### src/rtl/greedy_lpt_work_assigner_assert.svh
// Assertion macros used by the work assigner datapath.
`ifndef GREEDY_LPT_WORK_ASSIGNER_ASSERT_SVH
`define GREEDY_LPT_WORK_ASSIGNER_ASSERT_SVH

// Same-cycle implication, sampled on clk, off during reset.
`define GLWA_ASSERT_NOW(lbl, ante, cons, msg) \
    lbl: assert property (@(posedge clk) disable iff (!rst_n) (ante) |-> (cons)) else $error(msg);

// Next-cycle implication, sampled on clk, off during reset.
`define GLWA_ASSERT_NEXT(lbl, ante, cons, msg) \
    lbl: assert property (@(posedge clk) disable iff (!rst_n) (ante) |=> (cons)) else $error(msg);

`endif

### src/rtl/glwa_pkg.sv
// Shared types and constants of the greedy LPT work assigner.
`default_nettype none

package glwa_pkg;

    localparam int SIZE_W      = 16;
    localparam int JOB_IDX_W   = 6;
    localparam int WORKER_ID_W = 4;
    localparam int CFG_W       = 5;
    localparam int LOAD_W      = 38;

    typedef struct packed {
        logic [SIZE_W-1:0] cols;
        logic [SIZE_W-1:0] rows;
        logic              final_job;
    } in_item_t;

    typedef struct packed {
        logic [JOB_IDX_W-1:0]   job_index;
        logic [WORKER_ID_W-1:0] worker_id;
        logic                   end_of_run;
    } out_item_t;

    // controller -> datapath
    typedef struct packed {
        logic capture;
        logic store;
        logic run_start;
        logic rank_rd;
        logic rank_init;
        logic rank_scan;
        logic rank_write;
        logic asg_fetch;
        logic asg_init;
        logic asg_scan;
        logic asg_commit;
        logic asg_next;
    } cmd_t;

    // datapath -> controller
    typedef struct packed {
        logic final_job;
        logic rank_done;
        logic last_rank;
        logic scan_done;
        logic out_taken;
        logic last_asg;
    } sts_t;

endpackage

`default_nettype wire

### src/rtl/glwa_ctrl.sv
// Sequencing state machine of the work assigner.
`default_nettype none

module glwa_ctrl (
    input  wire logic            clk,
    input  wire logic            rst_n,
    input  wire logic            in_valid,
    output logic                 in_stall,
    input  wire glwa_pkg::sts_t  sts,
    output glwa_pkg::cmd_t       cmd
);
    import glwa_pkg::*;

    typedef enum logic [10:0] {
        ST_IDLE    = 11'b000_0000_0001,
        ST_STORE   = 11'b000_0000_0010,
        ST_RK_RDI  = 11'b000_0000_0100,
        ST_RK_WI   = 11'b000_0000_1000,
        ST_RK_SCAN = 11'b000_0001_0000,
        ST_RK_WR   = 11'b000_0010_0000,
        ST_AS_RDO  = 11'b000_0100_0000,
        ST_AS_RDW  = 11'b000_1000_0000,
        ST_AS_WT   = 11'b001_0000_0000,
        ST_AS_SCAN = 11'b010_0000_0000,
        ST_AS_OUT  = 11'b100_0000_0000
    } state_t;

    state_t state_reg;
    state_t state_next;

    always_ff @(posedge clk or negedge rst_n)
    begin
        if (!rst_n)
        begin
            state_reg <= ST_IDLE;
        end
        else
        begin
            state_reg <= state_next;
        end
    end

    always_comb
    begin
        state_next = state_reg;
        cmd        = '0;
        in_stall   = 1'b1;
        case (state_reg)
            ST_IDLE:
            begin
                in_stall    = 1'b0;
                cmd.capture = in_valid;
                if (in_valid)
                begin
                    state_next = ST_STORE;
                end
            end
            ST_STORE:
            begin
                cmd.store = 1'b1;
                if (sts.final_job)
                begin
                    cmd.run_start = 1'b1;
                    state_next    = ST_RK_RDI;
                end
                else
                begin
                    state_next = ST_IDLE;
                end
            end
            ST_RK_RDI:
            begin
                cmd.rank_rd = 1'b1;
                state_next  = ST_RK_WI;
            end
            ST_RK_WI:
            begin
                cmd.rank_init = 1'b1;
                state_next    = ST_RK_SCAN;
            end
            ST_RK_SCAN:
            begin
                cmd.rank_scan = 1'b1;
                if (sts.rank_done)
                begin
                    state_next = ST_RK_WR;
                end
            end
            ST_RK_WR:
            begin
                cmd.rank_write = 1'b1;
                state_next     = sts.last_rank ? ST_AS_RDO : ST_RK_RDI;
            end
            ST_AS_RDO:
            begin
                // order memory read of slot k is issued every cycle
                state_next = ST_AS_RDW;
            end
            ST_AS_RDW:
            begin
                cmd.asg_fetch = 1'b1;
                state_next    = ST_AS_WT;
            end
            ST_AS_WT:
            begin
                cmd.asg_init = 1'b1;
                state_next   = ST_AS_SCAN;
            end
            ST_AS_SCAN:
            begin
                if (sts.scan_done)
                begin
                    cmd.asg_commit = 1'b1;
                    state_next     = ST_AS_OUT;
                end
                else
                begin
                    cmd.asg_scan = 1'b1;
                end
            end
            ST_AS_OUT:
            begin
                if (sts.out_taken)
                begin
                    cmd.asg_next = 1'b1;
                    state_next   = sts.last_asg ? ST_IDLE : ST_AS_RDO;
                end
            end
            default:
            begin
                state_next = ST_IDLE;
            end
        endcase
    end

endmodule

`default_nettype wire

### src/rtl/glwa_datapath.sv
// Job store, ranking sort, worker load scan and result register.
`default_nettype none

module glwa_datapath #(
    parameter int MAX_JOBS    = 64,
    parameter int MAX_WORKERS = 16,
    parameter int SIZE_BITS   = 16
) (
    input  wire logic                          clk,
    input  wire logic                          rst_n,
    input  wire glwa_pkg::in_item_t            in_data,
    input  wire logic                          cfg_valid,
    output logic                               cfg_ready,
    input  wire logic [glwa_pkg::CFG_W-1:0]    cfg_data,
    output logic                               out_valid,
    input  wire logic                          out_stall,
    output glwa_pkg::out_item_t                out_data,
    input  wire glwa_pkg::cmd_t                cmd,
    output glwa_pkg::sts_t                     sts
);
    import glwa_pkg::*;

    `include "greedy_lpt_work_assigner_assert.svh"

    localparam int IDX_W  = (MAX_JOBS > 1) ? $clog2(MAX_JOBS) : 1;
    localparam int CNT_W  = $clog2(MAX_JOBS + 1);
    localparam int WID_W  = (MAX_WORKERS > 1) ? $clog2(MAX_WORKERS) : 1;
    localparam int WCNT_W = $clog2(MAX_WORKERS + 1);
    localparam int WT_W   = 2 * SIZE_BITS;

    // captured item
    logic [SIZE_BITS-1:0] cols_reg;
    logic [SIZE_BITS-1:0] rows_reg;
    logic                 last_reg;

    logic [CFG_W-1:0]     cfg_reg;
    logic [CNT_W-1:0]     jobs_reg;

    // job weight and sorted order memories
    logic [WT_W-1:0]      wmem [MAX_JOBS];
    logic [WT_W-1:0]      w_rdata_reg;
    logic [IDX_W-1:0]     w_raddr;
    logic [IDX_W-1:0]     smem [MAX_JOBS];
    logic [IDX_W-1:0]     s_rdata_reg;

    // ranking
    logic [CNT_W-1:0]     i_reg;
    logic [CNT_W-1:0]     j_reg;
    logic [CNT_W-1:0]     jd_reg;
    logic [CNT_W-1:0]     rank_reg;
    logic                 pend_reg;
    logic [WT_W-1:0]      wi_reg;

    // assignment
    logic [CNT_W-1:0]     k_reg;
    logic [IDX_W-1:0]     job_reg;
    logic [WT_W-1:0]      wt_reg;
    logic [WCNT_W-1:0]    nw_reg;
    logic [WCNT_W-1:0]    nw_next;
    logic [WCNT_W-1:0]    wk_reg;
    logic [WID_W-1:0]     best_reg;
    logic [LOAD_W-1:0]    best_load_reg;
    logic [LOAD_W-1:0]    loads_reg [MAX_WORKERS];
    logic [LOAD_W-1:0]    scan_load;

    logic                 out_valid_reg;
    out_item_t            out_data_reg;

    logic                 beats_ahead;

    assign cfg_ready = 1'b1;
    assign out_valid = out_valid_reg;
    assign out_data  = out_data_reg;

    assign w_raddr = cmd.rank_rd   ? i_reg[IDX_W-1:0] :
                     cmd.rank_scan ? j_reg[IDX_W-1:0] : s_rdata_reg;

    assign scan_load   = loads_reg[wk_reg[WID_W-1:0]];
    assign beats_ahead = (w_rdata_reg > wi_reg) ||
                         ((w_rdata_reg == wi_reg) && (jd_reg < i_reg));

    always_comb
    begin
        if (cfg_reg == '0)
        begin
            nw_next = WCNT_W'(1);
        end
        else if (cfg_reg > CFG_W'(MAX_WORKERS))
        begin
            nw_next = WCNT_W'(MAX_WORKERS);
        end
        else
        begin
            nw_next = WCNT_W'(cfg_reg);
        end
    end

    assign sts.final_job = last_reg;
    assign sts.rank_done = (j_reg == jobs_reg) && !pend_reg;
    assign sts.last_rank = (i_reg == jobs_reg - CNT_W'(1));
    assign sts.scan_done = (wk_reg >= nw_reg);
    assign sts.out_taken = out_valid_reg && !out_stall;
    assign sts.last_asg  = (k_reg == jobs_reg - CNT_W'(1));

    // memories and payload, no reset
    always_ff @(posedge clk)
    begin
        if (cmd.store && (jobs_reg < CNT_W'(MAX_JOBS)))
        begin
            wmem[jobs_reg[IDX_W-1:0]] <= WT_W'(cols_reg) * WT_W'(rows_reg);
        end
        w_rdata_reg <= wmem[w_raddr];

        if (cmd.rank_write)
        begin
            smem[rank_reg[IDX_W-1:0]] <= i_reg[IDX_W-1:0];
        end
        s_rdata_reg <= smem[k_reg[IDX_W-1:0]];

        if (cmd.capture)
        begin
            cols_reg <= in_data.cols[SIZE_BITS-1:0];
            rows_reg <= in_data.rows[SIZE_BITS-1:0];
            last_reg <= in_data.final_job;
        end

        if (cmd.rank_init)
        begin
            wi_reg <= w_rdata_reg;
        end
        if (cmd.rank_scan)
        begin
            jd_reg <= j_reg;
        end

        if (cmd.asg_fetch)
        begin
            job_reg <= s_rdata_reg;
        end
        if (cmd.asg_init)
        begin
            wt_reg        <= w_rdata_reg;
            best_reg      <= '0;
            best_load_reg <= loads_reg[0];
        end
        if (cmd.asg_scan && (scan_load < best_load_reg))
        begin
            best_reg      <= wk_reg[WID_W-1:0];
            best_load_reg <= scan_load;
        end

        if (cmd.run_start)
        begin
            for (int w = 0; w < MAX_WORKERS; w++)
            begin
                loads_reg[w] <= '0;
            end
        end
        else if (cmd.asg_commit)
        begin
            loads_reg[best_reg] <= best_load_reg + LOAD_W'(wt_reg);
        end

        if (cmd.asg_commit)
        begin
            out_data_reg.job_index  <= JOB_IDX_W'(job_reg);
            out_data_reg.worker_id  <= WORKER_ID_W'(best_reg);
            out_data_reg.end_of_run <= sts.last_asg;
        end
    end

    // control state
    always_ff @(posedge clk or negedge rst_n)
    begin
        if (!rst_n)
        begin
            cfg_reg       <= CFG_W'(1);
            jobs_reg      <= '0;
            i_reg         <= '0;
            j_reg         <= '0;
            rank_reg      <= '0;
            pend_reg      <= 1'b0;
            k_reg         <= '0;
            nw_reg        <= WCNT_W'(1);
            wk_reg        <= '0;
            out_valid_reg <= 1'b0;
        end
        else
        begin
            if (cfg_valid && cfg_ready)
            begin
                cfg_reg <= cfg_data;
            end

            if (cmd.store && (jobs_reg < CNT_W'(MAX_JOBS)))
            begin
                jobs_reg <= jobs_reg + CNT_W'(1);
            end

            if (cmd.run_start)
            begin
                i_reg  <= '0;
                k_reg  <= '0;
                nw_reg <= nw_next;
            end

            if (cmd.rank_init)
            begin
                j_reg    <= '0;
                rank_reg <= '0;
                pend_reg <= 1'b0;
            end
            else if (cmd.rank_scan)
            begin
                if (j_reg < jobs_reg)
                begin
                    j_reg    <= j_reg + CNT_W'(1);
                    pend_reg <= 1'b1;
                end
                else
                begin
                    pend_reg <= 1'b0;
                end
                if (pend_reg && beats_ahead)
                begin
                    rank_reg <= rank_reg + CNT_W'(1);
                end
            end

            if (cmd.rank_write)
            begin
                i_reg <= i_reg + CNT_W'(1);
            end

            if (cmd.asg_init)
            begin
                wk_reg <= WCNT_W'(1);
            end
            else if (cmd.asg_scan)
            begin
                wk_reg <= wk_reg + WCNT_W'(1);
            end

            if (cmd.asg_commit)
            begin
                out_valid_reg <= 1'b1;
            end
            else if (cmd.asg_next)
            begin
                out_valid_reg <= 1'b0;
                k_reg         <= k_reg + CNT_W'(1);
                if (sts.last_asg)
                begin
                    jobs_reg <= '0;
                end
            end
        end
    end

    `GLWA_ASSERT_NOW(a_rank_in_range, cmd.rank_write, rank_reg < jobs_reg, "rank past job count")
    `GLWA_ASSERT_NOW(a_best_in_range, cmd.asg_commit, WCNT_W'(best_reg) < nw_reg, "bad worker")
    `GLWA_ASSERT_NOW(a_jobs_cap, 1'b1, jobs_reg <= CNT_W'(MAX_JOBS), "job count overflow")
    `GLWA_ASSERT_NEXT(a_run_clears, cmd.asg_next && sts.last_asg, jobs_reg == '0, "set not cleared")

endmodule

`default_nettype wire

### src/rtl/greedy_lpt_work_assigner.sv
// Top level of the greedy LPT work assigner.
//
// Jobs arrive one beat at a time as (cols, rows); the weight cols*rows is kept
// in a job memory in arrival order, up to MAX_JOBS jobs (extra jobs are dropped,
// a final mark on a dropped job still starts the run). Each input beat is
// captured, then multiplied and stored. The beat with final_job set starts a
// run: worker loads are cleared, then each job gets its rank in a stable
// descending-weight order by a pass over the job memory through its single
// read port. Then, in rank order, each job is given to the least loaded
// worker (lower index wins ties) by a one-worker-per-cycle load scan; the
// next job waits until its result beat is taken. worker_count 0 acts as 1,
// values above MAX_WORKERS as MAX_WORKERS; it is latched at the start of a
// run. Result beats leave through a registered output, the last of a run with
// end_of_run set; input stall stays high from the final beat until the last
// result beat is taken. The configuration port is always ready.
`default_nettype none

module greedy_lpt_work_assigner #(
    parameter int MAX_JOBS    = 64,
    parameter int MAX_WORKERS = 16,
    parameter int SIZE_BITS   = 16
) (
    input  wire logic                        clk,
    input  wire logic                        rst_n,
    // job beats
    input  wire logic                        in_valid,
    output logic                             in_stall,
    input  wire glwa_pkg::in_item_t          in_data,
    // assignment result beats
    output logic                             out_valid,
    input  wire logic                        out_stall,
    output glwa_pkg::out_item_t              out_data,
    // worker_count register
    input  wire logic                        cfg_valid,
    output logic                             cfg_ready,
    input  wire logic [glwa_pkg::CFG_W-1:0]  cfg_data
);
    import glwa_pkg::*;

    cmd_t cmd;
    sts_t sts;

    // sequencing: load, rank, assign, emit
    glwa_ctrl u_ctrl (
        .clk      (clk),
        .rst_n    (rst_n),
        .in_valid (in_valid),
        .in_stall (in_stall),
        .sts      (sts),
        .cmd      (cmd)
    );

    // memories, counters, load scan and result register
    glwa_datapath #(
        .MAX_JOBS    (MAX_JOBS),
        .MAX_WORKERS (MAX_WORKERS),
        .SIZE_BITS   (SIZE_BITS)
    ) u_datapath (
        .clk       (clk),
        .rst_n     (rst_n),
        .in_data   (in_data),
        .cfg_valid (cfg_valid),
        .cfg_ready (cfg_ready),
        .cfg_data  (cfg_data),
        .out_valid (out_valid),
        .out_stall (out_stall),
        .out_data  (out_data),
        .cmd       (cmd),
        .sts       (sts)
    );

endmodule

`default_nettype wire

### config.mk
export PLATFORM = sky130hd
export DESIGN_NAME = greedy_lpt_work_assigner
export DESIGN_NICKNAME = d
export VERILOG_FILES = /design/src/rtl/glwa_pkg.sv /design/src/rtl/glwa_ctrl.sv /design/src/rtl/glwa_datapath.sv /design/src/rtl/greedy_lpt_work_assigner.sv
export VERILOG_INCLUDE_DIRS = /design/src /design/src/rtl
export SDC_FILE = /design/constraint.sdc
export NUM_CORES = 2
export LEC_CHECK = 0
export ABC_CLOCK_PERIOD_IN_PS = 14400
export BUFFER_PORTS_ARGS = -buffer_cell sky130_fd_sc_hd__buf_2
export CORE_ASPECT_RATIO = 0.8
export CORE_MARGIN = 2
export CORE_UTILIZATION = 50
export CTS_BUF_LIST = sky130_fd_sc_hd__clkbuf_4 sky130_fd_sc_hd__clkbuf_8 sky130_fd_sc_hd__clkbuf_16
export CTS_CLUSTER_SIZE = 8
export DETAILED_ROUTE_END_ITERATION = 8
export PLACE_DENSITY_LB_ADDON = 0.05
export SYNTH_ARGS = -nofsm -noshare
export SYNTH_HDL_FRONTEND = slang
export SYNTH_SLANG_ARGS = --single-unit
### constraint.sdc
create_clock -name clk -period 14.4 [get_ports clk]
set_clock_uncertainty 0.1 [all_clocks]
set_input_delay 2.16 -clock clk [delete_from_list [all_inputs] [get_ports clk]]
set_output_delay 2.16 -clock clk [all_outputs]
set_load 0.005 [all_outputs]
==> metrics.cfg <==
[run_status]
status=complete, no violations

[global_route]
grt_first_pass_wirelength_mm=623.5
grt_start_max_net_pins=145
grt_usage_pct=30.30
grt_antenna_before_repair=29
grt_overflow_total=0
grt_pass1_vias=85250

[sta]
min_period_over_period_pct=57.17
slew_headroom_pct=12.74
finalCriticalPeriod_ns=8.232
hold_viol=0
setup_viol=0
clock.fmax_ghz=0.1215
setup_tns_ns=0
slew_violations=0
rsz0062_at_grt=no
worst_pin_slew_ns=1.309

[routing]
routed_wl_mm=437.9
vias=88420
drtIter0Drc=11900
first_pass_iters=5
drc=0
routedWlPerCell_um=30.55
viasPerCell=6.167
drtAntennaViolNets=0

[clock_tree]
ctsHoldBuffers=0
htreeDepth=5
clk_pin_slew_worst_paths_ns=0.05
cts-resized-gates=0
cts-root-buf=clkbuf_16
clock_latency_ns=0.93
clock_sinks=3303
cts_tree=done
clockBufferDepth=4
post_cts_buffers=0
cts_made_buffers=455

[synthesis]
synth_top_area_cell=edfxtp_1
synth_top_family_by_area=simple AND/OR/NAND/NOR gates
synth_top_area_share_pct=68.02
synth_commonest_cells=edfxtp_1, nand2_1, nor2_1
synth_fa_ha_area_share_pct=4.796
synth_area_mm2=0.1414
syn-num-nets=10690
ys_seq_area_share_pct=69.66
async_flop_share_pct=1.877
synth_xor_area_share_pct=0.6415
synth-compound-area-share_pct=3.912
syn_inst=10220
yosysMostFrequentCell=edfxtp_1
synthMuxAreaShare_pct=5.737
synth-simple-area-share_pct=12.44
synth.distinct_cells=77
ys_ff_latch=3303
yosys_warnings=0
synth_edf_count=3203
synth_area_per_cell_um2=13.84
synth_flop_cell=edfxtp_1
synth_area_leaders=edfxtp_1, nand2_1, mux4_2

[critical_path]
worstSetupStartpointType=flip-flop
slowest_delay_ns=0.84
crit_required_ns=14.91
worst_setup_path_end_kind=flip-flop
cp.arrival_ns=8.75
crit_type=flip-flop to flip-flop
worstPathMaxFanout=64
crit_chain=nand2_1 > fa_1 > inv_1 > fa_1 > ha_1 > inv_1 > fa_1 > fa_1 > inv_1 > fa_1 > ha_1 > a2111oi_0 > o21a_1 > nor3_1 > a31o_2 > a31oi_1 > o31ai_1 > a211oi_1 > o41ai_1 > a21oi_1 > xnor2_2 > buf_4
crit_top_cell=fa_1
slowest_stage=edfxtp_1

[final_layout]
drive_gt1_share_pct=13.60
finish.net_count=10840
largest_reg_flops=2048
areaGrowthSynthToFinish_pct=12.98
fin_area_mm2=0.1598
fillCellCount=22340

[die]
chipHeight_um=479.6
die-area_mm2=0.2871
rows=174
ioPinCount=57
die_x_um=598.6
fp.coreArea_mm2=0.2811
start_util_pct=50.31

[placed_design]
gp_congestion=0.8648
hpwl_mm=243.6
numPortBuffers=55
placed_cell_area_mm2=0.1469

[min_path]
hp-class=flip-flop to flip-flop

[job]
cap_violations=0

[per-stage QoR]
stage          setup WS [ns]  hold WS, ns  utilization, %  cells
2_1_floorplan          6.000       0.3003               -  10220
3_3_place_gp           6.175       0.3131           52.26  13700
3_5_place_dp           6.159       0.3117           52.27  13700
4_1_cts                6.126       0.3244           56.82  14320
5_1_grt                5.742       0.3310           56.83  14330
6_report               6.168       0.3174           56.84  14340
[critical path, delay by kind of cell (launching register included)]
family                   cells  cell delay (ns)
AO/OA/AOI/OAI                8             2.27
XOR/XNOR                     1             0.14
adder cells (fa/ha/maj)      7             3.01
buffers and inverters        4             0.64
flip-flops                   1             0.84
AND/OR/NAND/NOR              2             0.89
[area by class of cell]
| class | count | area (µm²) | share of cell area [%] |
|---|---|---|---|
| timing repair buffer | 306 | 2352 | 1.472 |
| inverter | 339 | 1272 | 0.7965 |
| tap | 3784 | 4735 | 2.964 |
| antenna | 12 | 30.03 | 0.01880 |
| sequential | 3303 | 98520 | 61.67 |
| multi-input combinational | 5969 | 40050 | 25.07 |
| clock inverter | 17 | 200.2 | 0.1253 |
| clock buffer | 606 | 12590 | 7.881 |
[layout by cell type, fill, tap and decap left out, drive strengths merged, types with 195 or more instances in the layout]
cell,synthesis,layout
a31oi,322,322
buf,309,305
clkbuf,298,606
edfxtp,3203,3203
fa,195,195
ha,230,230
inv,338,345
mux4,243,243
nand2,2130,2130
nand3,598,598
nand4,201,201
nor2,840,840
[cells by family (layout without fill, tap and decap cells)]
| family | count (synthesis) | count (layout) |
|---|---|---|
| flops | 3303 | 3303 |
| buf+inv | 946 | 1268 |
| mux | 498 | 498 |
| xor+xnor | 101 | 101 |
| fa+ha+maj | 425 | 425 |
| compound gates | 838 | 838 |
| other cells | 1 | 13 |
| simple gates | 4106 | 4106 |
[worst paths after layout]
kind	slack, ns	endpoint	cells past startpoint	from
max in group asynchronous	11.92	u_datapath.k_reg[0]	2	rst_n
setup reg to reg	6.17	u_datapath.wmem[8][30]	22	u_datapath.cols_reg[6]
hold / removal	0.32	u_datapath.out_data[10]	0	u_datapath.job_reg[5]
min in group asynchronous	0.97	u_datapath.nw_reg[3]	1	rst_n
hold reg to reg	0.32	u_datapath.out_data[10]	0	u_datapath.job_reg[5]
setup / recovery	6.17	u_datapath.wmem[8][30]	22	u_datapath.cols_reg[6]
[routing by layer]
metal	GRT usage (%)	vias to the layer above	part of all wire, %
met1	47.19	45540	44
met4	7.624	18	2.5
li1	-	37640	-
met3	6.330	625	11
met5	0.5302	-	0.072
met2	43.35	4594	43
Power is left out: the tool's default activity adds up to more than one toggle a clock period on the data nets, which glitch-free logic cannot reach.
